File: src/design/sbph_pkg.sv
`timescale 1ns / 1ps

package sbph_pkg;

  localparam int COLUMNS_DEF  = 16;
  localparam int ROWS_DEF     = 8;
  localparam int BANDS_STORED = 16;

  localparam logic signed [15:0] GRAV_THRESH = 16'sd11468;

  localparam logic [1:0] ORI_LAND_A  = 2'd0;
  localparam logic [1:0] ORI_PORT_UP = 2'd1;
  localparam logic [1:0] ORI_LAND_B  = 2'd2;
  localparam logic [1:0] ORI_PORT_DN = 2'd3;

  typedef struct packed {
    logic [3:0]         band_index;
    logic [7:0]         sample_first;
    logic [7:0]         sample_second;
    logic               decay_tick;
    logic               gravity_valid;
    logic signed [15:0] gravity_x;
    logic signed [15:0] gravity_y;
  } in_item_t;

  typedef struct packed {
    logic [3:0] band_out;
    logic       accepted;
    logic [1:0] orientation;
    logic [3:0] bar_height;
    logic [3:0] peak_height;
  } result_t;

endpackage

File: src/design/sbph_in_if.sv
`timescale 1ns / 1ps

interface sbph_in_if;
  logic               valid;
  logic               ready;
  logic [3:0]         band_index;
  logic [7:0]         sample_first;
  logic [7:0]         sample_second;
  logic               decay_tick;
  logic               gravity_valid;
  logic signed [15:0] gravity_x;
  logic signed [15:0] gravity_y;

  modport source (
    output valid, band_index, sample_first, sample_second, decay_tick,
           gravity_valid, gravity_x, gravity_y,
    input  ready
  );

  modport sink (
    input  valid, band_index, sample_first, sample_second, decay_tick,
           gravity_valid, gravity_x, gravity_y,
    output ready
  );
endinterface

File: src/design/sbph_out_if.sv
`timescale 1ns / 1ps

interface sbph_out_if;
  logic       valid;
  logic       ready;
  logic [3:0] band_out;
  logic       accepted;
  logic [1:0] orientation;
  logic [3:0] bar_height;
  logic [3:0] peak_height;

  modport source (
    output valid, band_out, accepted, orientation, bar_height, peak_height,
    input  ready
  );

  modport sink (
    input  valid, band_out, accepted, orientation, bar_height, peak_height,
    output ready
  );
endinterface

File: src/design/spectrum_bar_peak_hold.sv
`timescale 1ns / 1ps
// channel  | modport | payload
// ---------+---------+-----------------------------------------------------------
// in_ch    | sink    | band_index, sample_first, sample_second, decay_tick,
//          |         | gravity_valid, gravity_x, gravity_y
// out_ch   | source  | band_out, accepted, orientation, bar_height, peak_height
//
// One request per cycle sustained while out_ch.ready holds high; each request
// is registered in the input register, then in the result register.
// Per-band state is read and written between those two registers, so each
// request sees every earlier update.
// Reset clears all band levels and peaks; no clearing pass.
// A stalled result holds in the output register while one more request waits
// in the input register.

module spectrum_bar_peak_hold
  import sbph_pkg::*;
#(
  parameter int COLUMNS = COLUMNS_DEF,
  parameter int ROWS    = ROWS_DEF
) (
  input  logic clk,
  input  logic rst_n,
  sbph_in_if.sink    in_ch,
  sbph_out_if.source out_ch
);

  in_item_t   item_r;
  in_item_t   item_nxt;
  logic       in_valid_r;
  logic       in_valid_nxt;
  result_t    res_r;
  result_t    res_nxt;
  logic       out_valid_r;
  logic       out_valid_nxt;
  logic       advance;
  logic       in_fire;
  logic [1:0] orientation;

  assign advance = in_valid_r && (!out_valid_r || out_ch.ready);
  assign in_ch.ready = !in_valid_r || advance;
  assign in_fire = in_ch.valid && in_ch.ready;

  always_comb begin
    item_nxt.band_index    = in_ch.band_index;
    item_nxt.sample_first  = in_ch.sample_first;
    item_nxt.sample_second = in_ch.sample_second;
    item_nxt.decay_tick    = in_ch.decay_tick;
    item_nxt.gravity_valid = in_ch.gravity_valid;
    item_nxt.gravity_x     = in_ch.gravity_x;
    item_nxt.gravity_y     = in_ch.gravity_y;
    in_valid_nxt  = in_fire || (in_valid_r && !advance);
    out_valid_nxt = advance || (out_valid_r && !out_ch.ready);
  end

  sbph_orient u_orient (
    .gravity_valid (item_r.gravity_valid),
    .gravity_x     (item_r.gravity_x),
    .gravity_y     (item_r.gravity_y),
    .orientation   (orientation)
  );

  sbph_band_unit #(
    .COLUMNS (COLUMNS),
    .ROWS    (ROWS)
  ) u_band (
    .clk         (clk),
    .rst_n       (rst_n),
    .en          (advance),
    .item        (item_r),
    .orientation (orientation),
    .res         (res_nxt)
  );

  always_ff @(posedge clk) begin
    if (!rst_n) begin
      in_valid_r  <= 1'b0;
      out_valid_r <= 1'b0;
    end else begin
      in_valid_r  <= in_valid_nxt;
      out_valid_r <= out_valid_nxt;
    end
  end

  always_ff @(posedge clk) begin
    if (in_fire) begin
      item_r <= item_nxt;
    end
    if (advance) begin
      res_r <= res_nxt;
    end
  end

  assign out_ch.valid       = out_valid_r;
  assign out_ch.band_out    = res_r.band_out;
  assign out_ch.accepted    = res_r.accepted;
  assign out_ch.orientation = res_r.orientation;
  assign out_ch.bar_height  = res_r.bar_height;
  assign out_ch.peak_height = res_r.peak_height;

`ifndef ASSERT_OFF
  a_drop_zero: assert property (@(posedge clk) disable iff (!rst_n)
    (out_ch.valid && !out_ch.accepted) |->
      (out_ch.bar_height == 4'd0 && out_ch.peak_height == 4'd0))
    else $error("rejected band carries nonzero heights");

  a_portrait_bands: assert property (@(posedge clk) disable iff (!rst_n)
    (out_ch.valid && out_ch.accepted && out_ch.orientation[0]) |->
      (32'(out_ch.band_out) < ROWS))
    else $error("portrait band beyond band count accepted");

  a_stall_only_full: assert property (@(posedge clk) disable iff (!rst_n)
    !in_ch.ready |-> (in_valid_r && out_valid_r && !out_ch.ready))
    else $error("input stalled while a stage is free");

  a_advance_shows: assert property (@(posedge clk) disable iff (!rst_n)
    advance |=> out_ch.valid)
    else $error("advanced request produced no result");
`endif

endmodule

File: src/design/sbph_orient.sv
`timescale 1ns / 1ps

module sbph_orient
  import sbph_pkg::*;
(
  input  logic               gravity_valid,
  input  logic signed [15:0] gravity_x,
  input  logic signed [15:0] gravity_y,
  output logic [1:0]         orientation
);

  always_comb begin
    priority if (gravity_valid && (gravity_y > GRAV_THRESH)) begin
      orientation = ORI_PORT_UP;
    end else if (gravity_valid && (gravity_y < -GRAV_THRESH)) begin
      orientation = ORI_PORT_DN;
    end else if (gravity_valid && (gravity_x > GRAV_THRESH)) begin
      orientation = ORI_LAND_B;
    end else begin
      orientation = ORI_LAND_A;
    end
  end

endmodule

File: src/design/sbph_band_unit.sv
`timescale 1ns / 1ps

module sbph_band_unit
  import sbph_pkg::*;
#(
  parameter int COLUMNS = COLUMNS_DEF,
  parameter int ROWS    = ROWS_DEF
) (
  input  logic       clk,
  input  logic       rst_n,
  input  logic       en,
  input  in_item_t   item,
  input  logic [1:0] orientation,
  output result_t    res
);

  // portrait: ROWS bands over COLUMNS levels; landscape the other way round
  localparam int P_TOP = COLUMNS - 1;
  localparam int L_TOP = ROWS - 1;
  localparam int P_DIV = (255 / P_TOP < 1) ? 1 : 255 / P_TOP;
  localparam int L_DIV = (255 / L_TOP < 1) ? 1 : 255 / L_TOP;
  localparam logic [16:0] P_RECIP = 17'((65536 + P_DIV - 1) / P_DIV);
  localparam logic [16:0] L_RECIP = 17'((65536 + L_DIV - 1) / L_DIV);
  localparam logic [3:0]  P_CAP   = 4'((P_TOP > 15) ? 15 : P_TOP);
  localparam logic [3:0]  L_CAP   = 4'((L_TOP > 15) ? 15 : L_TOP);
  localparam logic [6:0]  P_BANDS = 7'(ROWS);
  localparam logic [6:0]  L_BANDS = 7'(COLUMNS);

  logic [7:0] smooth_r [BANDS_STORED];
  logic [3:0] peak_r   [BANDS_STORED];

  logic       portrait;
  logic       ok;
  logic [8:0] pair_sum;
  logic [7:0] raw;
  logic [7:0] smooth_cur;
  logic [3:0] peak_cur;
  logic [9:0] acc;
  logic [7:0] avg;
  logic [24:0] prod_p;
  logic [24:0] prod_l;
  logic [8:0] quot;
  logic [3:0] bar;
  logic [3:0] cap;
  logic [3:0] peak_up;
  logic [3:0] peak_nxt;

  always_comb begin
    portrait   = orientation[0];
    ok         = {3'b000, item.band_index} < (portrait ? P_BANDS : L_BANDS);
    pair_sum   = 9'(item.sample_first) + 9'(item.sample_second);
    raw        = portrait ? pair_sum[8:1] : item.sample_first;
    smooth_cur = smooth_r[item.band_index];
    peak_cur   = peak_r[item.band_index];
    acc        = 10'({smooth_cur, 1'b0}) + 10'(smooth_cur) + 10'(raw);
    avg        = acc[9:2];
    // exact for 8-bit dividends: reciprocal error stays below 2^8
    prod_p     = 25'(avg) * 25'(P_RECIP);
    prod_l     = 25'(avg) * 25'(L_RECIP);
    quot       = portrait ? prod_p[24:16] : prod_l[24:16];
    bar        = (quot > 9'd15) ? 4'd15 : quot[3:0];
    cap        = portrait ? P_CAP : L_CAP;
    peak_up    = (bar > peak_cur) ? ((bar < cap) ? bar : cap) : peak_cur;
    peak_nxt   = (item.decay_tick && (peak_up != 4'd0)) ? peak_up - 4'd1 : peak_up;

    res.band_out    = item.band_index;
    res.accepted    = ok;
    res.orientation = orientation;
    res.bar_height  = ok ? bar : 4'd0;
    res.peak_height = ok ? peak_nxt : 4'd0;
  end

  always_ff @(posedge clk) begin
    if (!rst_n) begin
      for (int i = 0; i < BANDS_STORED; i++) begin
        smooth_r[i] <= 8'd0;
        peak_r[i]   <= 4'd0;
      end
    end else if (en && ok) begin
      smooth_r[item.band_index] <= avg;
      peak_r[item.band_index]   <= peak_nxt;
    end
  end

endmodule
File: src/flat_wrapper.sv
// flat-port wrapper written by rule: the top's interface ports become plain ports
module spectrum_bar_peak_hold_flat import sbph_pkg::*;
#(
  parameter int COLUMNS = COLUMNS_DEF,
  parameter int ROWS    = ROWS_DEF
)
  (clk, rst_n, in_ch_valid, in_ch_band_index, in_ch_sample_first, in_ch_sample_second, in_ch_decay_tick, in_ch_gravity_valid, in_ch_gravity_x, in_ch_gravity_y, in_ch_ready, out_ch_valid, out_ch_band_out, out_ch_accepted, out_ch_orientation, out_ch_bar_height, out_ch_peak_height, out_ch_ready);
  sbph_in_if in_ch_i ();
  sbph_out_if out_ch_i ();
  input  logic clk;
  input  logic rst_n;
  input wire logic [$bits(in_ch_i.valid)-1:0] in_ch_valid;
  input wire logic [$bits(in_ch_i.band_index)-1:0] in_ch_band_index;
  input wire logic [$bits(in_ch_i.sample_first)-1:0] in_ch_sample_first;
  input wire logic [$bits(in_ch_i.sample_second)-1:0] in_ch_sample_second;
  input wire logic [$bits(in_ch_i.decay_tick)-1:0] in_ch_decay_tick;
  input wire logic [$bits(in_ch_i.gravity_valid)-1:0] in_ch_gravity_valid;
  input wire logic [$bits(in_ch_i.gravity_x)-1:0] in_ch_gravity_x;
  input wire logic [$bits(in_ch_i.gravity_y)-1:0] in_ch_gravity_y;
  output wire logic [$bits(in_ch_i.ready)-1:0] in_ch_ready;
  output wire logic [$bits(out_ch_i.valid)-1:0] out_ch_valid;
  output wire logic [$bits(out_ch_i.band_out)-1:0] out_ch_band_out;
  output wire logic [$bits(out_ch_i.accepted)-1:0] out_ch_accepted;
  output wire logic [$bits(out_ch_i.orientation)-1:0] out_ch_orientation;
  output wire logic [$bits(out_ch_i.bar_height)-1:0] out_ch_bar_height;
  output wire logic [$bits(out_ch_i.peak_height)-1:0] out_ch_peak_height;
  input wire logic [$bits(out_ch_i.ready)-1:0] out_ch_ready;
  assign in_ch_i.valid = in_ch_valid;
  assign in_ch_i.band_index = in_ch_band_index;
  assign in_ch_i.sample_first = in_ch_sample_first;
  assign in_ch_i.sample_second = in_ch_sample_second;
  assign in_ch_i.decay_tick = in_ch_decay_tick;
  assign in_ch_i.gravity_valid = in_ch_gravity_valid;
  assign in_ch_i.gravity_x = in_ch_gravity_x;
  assign in_ch_i.gravity_y = in_ch_gravity_y;
  assign in_ch_ready = in_ch_i.ready;
  assign out_ch_valid = out_ch_i.valid;
  assign out_ch_band_out = out_ch_i.band_out;
  assign out_ch_accepted = out_ch_i.accepted;
  assign out_ch_orientation = out_ch_i.orientation;
  assign out_ch_bar_height = out_ch_i.bar_height;
  assign out_ch_peak_height = out_ch_i.peak_height;
  assign out_ch_i.ready = out_ch_ready;
  spectrum_bar_peak_hold #(.COLUMNS(COLUMNS), .ROWS(ROWS)) u_core (.clk(clk), .rst_n(rst_n), .in_ch(in_ch_i), .out_ch(out_ch_i));
endmodule
File: config.mk
export PLATFORM = sky130hd
export DESIGN_NAME = spectrum_bar_peak_hold_flat
export DESIGN_NICKNAME = d
export VERILOG_FILES = /design/src/design/sbph_pkg.sv /design/src/design/sbph_in_if.sv /design/src/design/sbph_out_if.sv /design/src/design/spectrum_bar_peak_hold.sv /design/src/design/sbph_orient.sv /design/src/design/sbph_band_unit.sv /design/src/flat_wrapper.sv
export SDC_FILE = /design/constraint.sdc
export NUM_CORES = 1
export LEC_CHECK = 0
export ABC_AREA = 1
export BUFFER_PORTS_ARGS = -buffer_cell sky130_fd_sc_hd__buf_2
export CAP_MARGIN = 30
export CORE_ASPECT_RATIO = 1.75
export CORE_MARGIN = 4
export CORE_UTILIZATION = 50
export CTS_BUF_LIST = sky130_fd_sc_hd__clkbuf_8
export DETAILED_ROUTE_END_ITERATION = 10
export MAX_ROUTING_LAYER = met4
export PLACE_DENSITY = 0.67
export SETUP_SLACK_MARGIN = 0.4
export SYNTH_ARGS = -nofsm -noshare
export SYNTH_HDL_FRONTEND = slang
export SYNTH_SLANG_ARGS = --single-unit
File: constraint.sdc
create_clock -name clk -period 15.55 [get_ports clk]
set_input_delay 3.11 -clock clk [delete_from_list [all_inputs] [get_ports clk]]
set_output_delay 3.11 -clock clk [all_outputs]
set_load 0.02 [all_outputs]
==> results.cfg, run 1 <==
[placed_design]
place_congestion = 0.897
portBuffers = 74
dpl.hpwl_mm = 26.1
placed_area_um2 = 15400

[global_route]
grt_use_met3 = 0.0340
grt_use_total = 0.241
grt_max_degree = 97
use_met2 = 0.442
gr-total-overflow = 0
grt_pass1_vias = 11100
use_met1 = 0.240
grt_busiest_layer = met2
grt_antenna_before_repair = 1
grt_pass1_wl_mm = 58.0

[yosys]
syn_area_per_cell_um2 = 10.3
synth-edff-count = 261
synthesis.area_um2 = 14800
syn_nets = 1628
yosys-mux-area-fraction = 0
async_reset_ff_frac = 0
ys_seq_area_frac = 0.539
synth_seq_cells = 267
synthSimpleGateAreaFrac = 0.162
netlist_instances = 1436
ys_types = 55
yosys_warnings = 0
synth_xor_area_frac = 0.00839
synth_ff_type = edfxtp_1
synth_compound_area_frac = 0.0945
synthAdderAreaFrac = 0.134
synth_top_family_by_area = simple AND/OR/NAND/NOR gates

[job]
maxCapViolCount = 0

[sta]
finalSetupViolCount = 0
finalSetupTns_ps = 0
rsz0062_at_grt = false
tightest_slew_ps = 911
finalCritPeriodShare = 0.763
finalHoldViolCount = 0
max_slew_margin = 0.391
final.setup_skew_ps = 35.4
max_freq_mhz = 84.3
slew_violations = 0
fin_crit_ps = 11870

[worst_setup_path]
cp_slowest_cell = clkinv_1
cp.arrival_ps = 12140
startpoint_type = register
crit_path_frequent_cell = inv_1
worst-setup-path-type = reg -> reg
crit_fanout = 66
slowest_delay_ps = 820
endpoint_kind = register
worstPathRequired_ps = 15830

[clocking]
cts.sink_count = 267
cts_setup_buffers = 0
clockBufferDepth = 3
cts_hold_buffers = 0
htreeDepth = 2
cts_root_buffer = clkbuf_8
cts_buffers = 38
cts_resized = 0
clk_pin_slew_ps = 70
clkLatencyLatePin_ps = 570
tritoncts = built

[floorplan]
core_area_um2 = 29300
die_x_um = 138
die_area_um2 = 32400
ioPinCount = 75
start_util = 0.504
die_h_um = 235
rows = 83

[cells_and_area]
layout.nets = 1680
fin_util = 0.549
syn2layout_area_growth_pct = 9.00
drive_gt1_frac = 0.119
final_common_cell = nor2_1
layout_common_cells = 314 x nor2_1, 261 x edfxtp_1, 165 x inv_1, 156 x nand2_1, 106 x o21ai_0
num-fill-cells = 2623
final_area_um2 = 16100

[status]
status = complete, no violations

[route]
drt_iter0_drc = 808
vias_per_cell = 5.55
drt-total-wl_mm = 36.6
drt.antenna.violating_nets = 0
dr.pass1.iters = 8
drc = 0
num_vias = 10500
wl_per_cell_um = 19.3

[worst_hold_path]
min_path_type = reg -> reg
## layer usage
metal	part of all wire	wire (um)
met1	0.33	12100
met3	0.051	1880
met2	0.56	20400
met5	0	0
met4	0.061	2220
## cells in the mapped netlist (5+ instances only)
| master | n | area (um^2) |
|---|---|---|
| nor2_1 | 314 | 1180 |
| edfxtp_1 | 261 | 7840 |
| nand2_1 | 156 | 586 |
| inv_1 | 151 | 567 |
| o21ai_0 | 106 | 531 |
| ha_1 | 94 | 1180 |
| clkbuf_1 | 60 | 225 |
| nand3_1 | 52 | 260 |
| fa_1 | 40 | 801 |
| o221ai_1 | 35 | 307 |
| a21oi_1 | 34 | 170 |
| a21oi_2 | 10 | 87.6 |
| nand3_2 | 10 | 100 |
| nor3_1 | 10 | 50.1 |
| o211ai_1 | 10 | 75.1 |
| o22ai_1 | 10 | 62.6 |
| nand2_2 | 8 | 50.1 |
| dfxtp_1 | 6 | 120 |
| xnor2_1 | 6 | 52.6 |
| buf_6 | 5 | 56.3 |
| xor2_1 | 5 | 43.8 |
## state kept, by name, indices dropped and copies added (netlist names), named ones only
register and flops:
u_core.out_ch.orientation 2, u_core.out_ch.peak_height 4, u_core.out_ch.bar_height 4, u_core.item_r 54
u_core.out_ch.band_out 4, u_core.out_ch.valid 1, u_core.in_valid_r 1, u_core.u_band.smooth_r 128
u_core.out_ch.accepted 1, u_core.u_band.peak_r 64
## per-stage QoR
step	std cells	setup slack [ps]	hold slack, ps
floorplan	1436	5130	442
global placement	1829	4100	452
detailed placement	1830	3730	460
CTS	1897	3700	470
global route	1898	2500	499
finish	1898	3680	472
## area by class of cell
class | instances | area, um^2 | share of cell area
repair buffers | 82 | 438 | 0.0272
inverters | 159 | 602 | 0.0374
diodes | 1 | 2.50 | 0.000156
well taps | 382 | 478 | 0.0297
flip-flops and latches | 267 | 7960 | 0.495
clock inverters | 29 | 180 | 0.0112
clock buffers | 38 | 523 | 0.0325
multi-input cells | 940 | 5900 | 0.367
## path summary, 6_finish.rpt
check	end	depth (start not counted)	from	slack, ps
max	u_core.u_band.peak_r[1][3]	49	register	3680
min	u_core.out_ch.valid	2	u_core.in_valid_r	470
max reg2reg	u_core.u_band.peak_r[1][3]	49	register	3680
min reg2reg	u_core.out_ch.valid	2	u_core.in_valid_r	470
## critical path: cells and delay by family (launching register included)
family | cells | cell delay (ps)
AOI/OAI and AO/OA | 13 | 2870
adders and majority gates | 9 | 3510
buffers and inverters | 11 | 2180
and+or+nand+nor | 16 | 2200
DFF | 1 | 720
## cell families after synthesis
group	after synthesis
adders and majority gates	134
xor gates and xnor gates	12
buffers and inverters	229
DFF	267
AOI/OAI and AO/OA	224
and+or+nand+nor	570
Power of run 1 is not shown: default switching activity piles up to over one toggle a cycle in this logic, so the estimate is an artifact.
==> inputs of run 2 (changes only) <==
Clock period 15.55 ns to 11.05 ns, I/O delays scaled along.
==> run 2 against run 1 <==
Critical path type unchanged. Register-to-register slack worse by 2500 ps. First-iteration DRC count is 7.2% higher. Global-route usage is 1.0 points higher. Highest routed layer unchanged. Critical path depth is 4 higher. Sequential share of layout area is 0.60 points lower. Cell count is 1.1% higher. Die area stayed put.
==> results.cfg, run 2 (same netlist as run 1, synthesis figures left out) <==
[placed_design]
place_congestion = 0.892
portBuffers = 74
place_ws_ps = 673
dpl.hpwl_mm = 27.3

[cells_and_area]
syn2layout_area_growth_pct = 10.4
multi_input_area_um2 = 5910
drive_gt1_frac = 0.136
num-fill-cells = 2583
largest_reg_flops = 128
largestRegisters = u_core.u_band.smooth_r: 128 flops, u_core.u_band.peak_r: 64 flops, u_core.item_r: 54 flops
regArea_um2 = 7960
largest_register = u_core.u_band.smooth_r
final_common_cell = nor2_1
layout.nets = 1700
layout_common_cells = 313 x nor2_1, 261 x edfxtp_1, 157 x inv_1, 156 x nand2_1, 105 x o21ai_0

[sta]
fin_crit_ps = 9840
final.setup_skew_ps = 23.3
tightest_slew_ps = 817
rsz0062_at_grt = false
max_freq_mhz = 102
max_slew_margin = 0.454
slew_violations = 0
finalCritPeriodShare = 0.891
finalHoldViolCount = 0
finalSetupViolCount = 0
finalSetupTns_ps = 0
setup_slack_ps = 1210

[worst_setup_path]
cp.arrival_ps = 10260
endpoint_kind = register
regToRegEndpoint = u_core.u_band.peak_r[10][0]
crit_path_frequent_cell = nand2_1
ff2ff_setup_slack_ps = 1210
startpoint_type = register
worst-setup-path-type = reg -> reg
worst-r2r-cell-count = 53
crit_end = u_core.u_band.peak_r[10][0]
crit_fanout = 37
worstPathRequired_ps = 11470
slowest_delay_ps = 550
cp_slowest_cell = dfxtp_1

[worst_hold_path]
min_path_type = reg -> reg

[status]
status = complete, no violations

[global_route]
grt_use_total = 0.251
grt_antenna_before_repair = 1
gr-total-overflow = 0
grt_pass1_wl_mm = 59.8
grt_max_degree = 79
grt_pass1_vias = 11100

[job]
maxCapViolCount = 0

[clocking]
htreeDepth = 2
cts.sink_count = 267
cts_root_buffer = clkbuf_8
clockBufferDepth = 3
clkLatencyLatePin_ps = 570
clk_pin_slew_ps = 70
tritoncts = built
cts_buffers = 39
cts_hold_buffers = 0

[floorplan]
die_x_um = 138
die_area_um2 = 32400
ioPinCount = 75
start_util = 0.504
die_h_um = 235
rows = 83
core_area_um2 = 29300

[route]
dr.pass1.iters = 6
vias_per_cell = 5.61
drc = 0
drt_iter0_drc = 866
drt-total-wl_mm = 38.6
wl_per_cell_um = 20.1
drt.antenna.violating_nets = 0
num_vias = 10800
run 2: metrics by stage:
step	instance area (um^2)	util	std cells	hold WS, ps
after CTS	16200	0.553	1913	489
final	16300	0.556	1918	489
after detailed placement	15500	0.529	1845	479
after global routing	16300	0.556	1918	518
after floorplan	14800	-	1436	442
after global placement	15500	0.529	1845	452
run 2: area by class of cell:
cell class	instances	share of cell area
well taps	382	0.0293
clock inverters	28	0.00991
inverters	159	0.0373
repair buffers	101	0.0377
flip-flops and latches	267	0.489
clock buffers	40	0.0338
diodes	1	0.000154
multi-input cells	940	0.363
run 2: critical path: cells and delay by family (launching register included):
family                     cells  cell delay, ps
adders and majority gates      9            3450
and+or+nand+nor               21            2210
AOI/OAI and AO/OA             12            1940
buffers and inverters         11            1460
DFF                            1             550
run 2: worst min-delay path by stage:
| stage | slack [ps] | start | cells past startpoint | end |
|---|---|---|---|---|
| floorplan | 440 | u_core.in_valid_r | 2 | u_core.out_ch.valid |
| global placement | 450 | u_core.in_valid_r | 2 | u_core.out_ch.valid |
| detailed placement | 480 | u_core.in_valid_r | 2 | u_core.out_ch.valid |
| CTS | 490 | u_core.in_valid_r | 2 | u_core.out_ch.valid |
| global route | 520 | u_core.in_valid_r | 2 | u_core.out_ch.valid |
| finish | 490 | u_core.in_valid_r | 2 | u_core.out_ch.valid |
run 2: timing repair:
item | in CTS | in global routing
setup endpoints to repair | 0 | 68
setup buffers | 0 | 4
gates resized for setup | 0 | 8
run 2: metal layers:
layer | vias to the layer above | wire, um | GRT usage
li1 | 5034 | - | -
met1 | 5188 | 12500 | 0.254
met2 | 412 | 21200 | 0.451
met3 | 134 | 2240 | 0.0306
met4 | 0 | 2740 | 0.152
met5 | - | 0 | -
Power of run 2 is left out for the same reason.
==> inputs of run 3 (changes only) <==
Clock period 11.05 ns to 11.85 ns, I/O delays scaled along.
==> run 3 against run 2 <==
Die area is the same. Highest routed layer unchanged. Clock skew is 16 ps higher. Cell count down 0.42%.
==> results.cfg, run 3 (same netlist as run 1, synthesis figures left out) <==
[route]
num_vias = 10700
met1_length_mm = 12.6
drt-total-wl_mm = 38.8
wl_met3_mm = 1.90
dr.pass1.iters = 7
drt_iter0_drc = 732
top_layer = met4
wl_per_cell_um = 20.3
vias_per_cell = 5.61
drc = 0
drt.antenna.violating_nets = 0
wl_met2_mm = 21.0

[sta]
tightest_slew_ps = 945
finalSetupTns_ps = 0
fin_crit_ps = 10570
final.setup_skew_ps = 39.5
max_freq_mhz = 94.6
rsz0062_at_grt = false
finalHoldViolCount = 0
finalCritPeriodShare = 0.892
slew_violations = 0
max_slew_margin = 0.369
finalSetupViolCount = 0

[floorplan]
die_x_um = 138
core_area_um2 = 29300
die_area_um2 = 32400
ioPinCount = 75
rows = 83
start_util = 0.504
die_h_um = 235

[worst_setup_path]
cp.arrival_ps = 10880
cp_slowest_cell = dfxtp_2
worstPathRequired_ps = 12160
endpoint_kind = register
slowest_delay_ps = 550
crit_fanout = 40
worst-setup-path-type = reg -> reg
startpoint_type = register

[status]
status = complete, no violations

[clocking]
clockBufferDepth = 3
clk_pin_slew_ps = 70
cts.sink_count = 267
cts_hold_buffers = 0
cts_root_buffer = clkbuf_8
tritoncts = built
cts_buffers = 38
htreeDepth = 2
clkLatencyLatePin_ps = 580

[cells_and_area]
layout_common_cells = 314 x nor2_1, 261 x edfxtp_1, 163 x inv_1, 155 x nand2_1, 106 x o21ai_0
syn2layout_area_growth_pct = 9.51
largest_register = u_core.u_band.smooth_r
layout.nets = 1692
final_common_cell = nor2_1
num-fill-cells = 2629
largestRegisters = u_core.u_band.smooth_r: 128 flops, u_core.u_band.peak_r: 64 flops, u_core.item_r: 54 flops
drive_gt1_frac = 0.128
regArea_um2 = 7960
multi_input_area_um2 = 5910
largest_reg_flops = 128

[global_route]
grt_pass1_wl_mm = 59.6
gr-total-overflow = 0
grt_antenna_before_repair = 1
grt_max_degree = 97
grt_use_total = 0.252
grt_pass1_vias = 11300

[job]
maxCapViolCount = 0

[placed_design]
place_congestion = 0.870
portBuffers = 74
dpl.hpwl_mm = 27.8

[worst_hold_path]
min_path_type = reg -> reg
-- run 3: path summary, 6_finish.rpt --
check	startpoint	to	slack (ps)	cells after the start
setup / recovery	register	u_core.u_band.peak_r[3][2]	1280	53
hold / removal	u_core.in_valid_r	u_core.out_ch.valid	490	2
setup reg to reg	register	u_core.u_band.peak_r[3][2]	1280	53
hold reg to reg	u_core.in_valid_r	u_core.out_ch.valid	490	2
-- run 3: final cells by class --
cell class	count	area share
flip-flops and latches	267	0.492
clock inverters	28	0.00805
repair buffers	94	0.0332
well taps	382	0.0296
inverters	159	0.0379
clock buffers	39	0.0332
multi-input cells	940	0.365
diodes	1	0.000155
-- run 3: through the flow --
| step | worst slack [ps] | utilization | hold slack [ps] | cell area, um^2 | cells |
|---|---|---|---|---|---|
| after detailed placement | 1100 | 0.528 | 483 | 15500 | 1841 |
| after global placement | 1310 | 0.528 | 452 | 15500 | 1841 |
| after floorplan | 1430 | - | 442 | 14800 | 1436 |
| after CTS | 1020 | 0.551 | 493 | 16100 | 1908 |
| after global routing | 414 | 0.552 | 536 | 16200 | 1910 |
| final | 1280 | 0.552 | 487 | 16200 | 1910 |
-- run 3: what timing repair did --
action,CTS,global route
resized for setup,0,6
buffers inserted,0,1
endpoints found under the setup margin,0,56
-- run 3: critical path: cells and delay by family (launching register included) --
family,cells,cell delay (ps)
AOI/OAI and AO/OA,12,2240
xor gates and xnor gates,1,420
adders and majority gates,9,3550
buffers and inverters,11,1590
DFF,1,550
and+or+nand+nor,20,1920
-- run 3: layer usage --
| metal | track usage | up-vias |
|---|---|---|
| li1 | - | 5015 |
| met4 | 0.182 | 0 |
| met5 | - | - |
| met2 | 0.443 | 395 |
| met1 | 0.247 | 5140 |
| met3 | 0.0319 | 163 |
Power of run 3 is left out for the same reason.
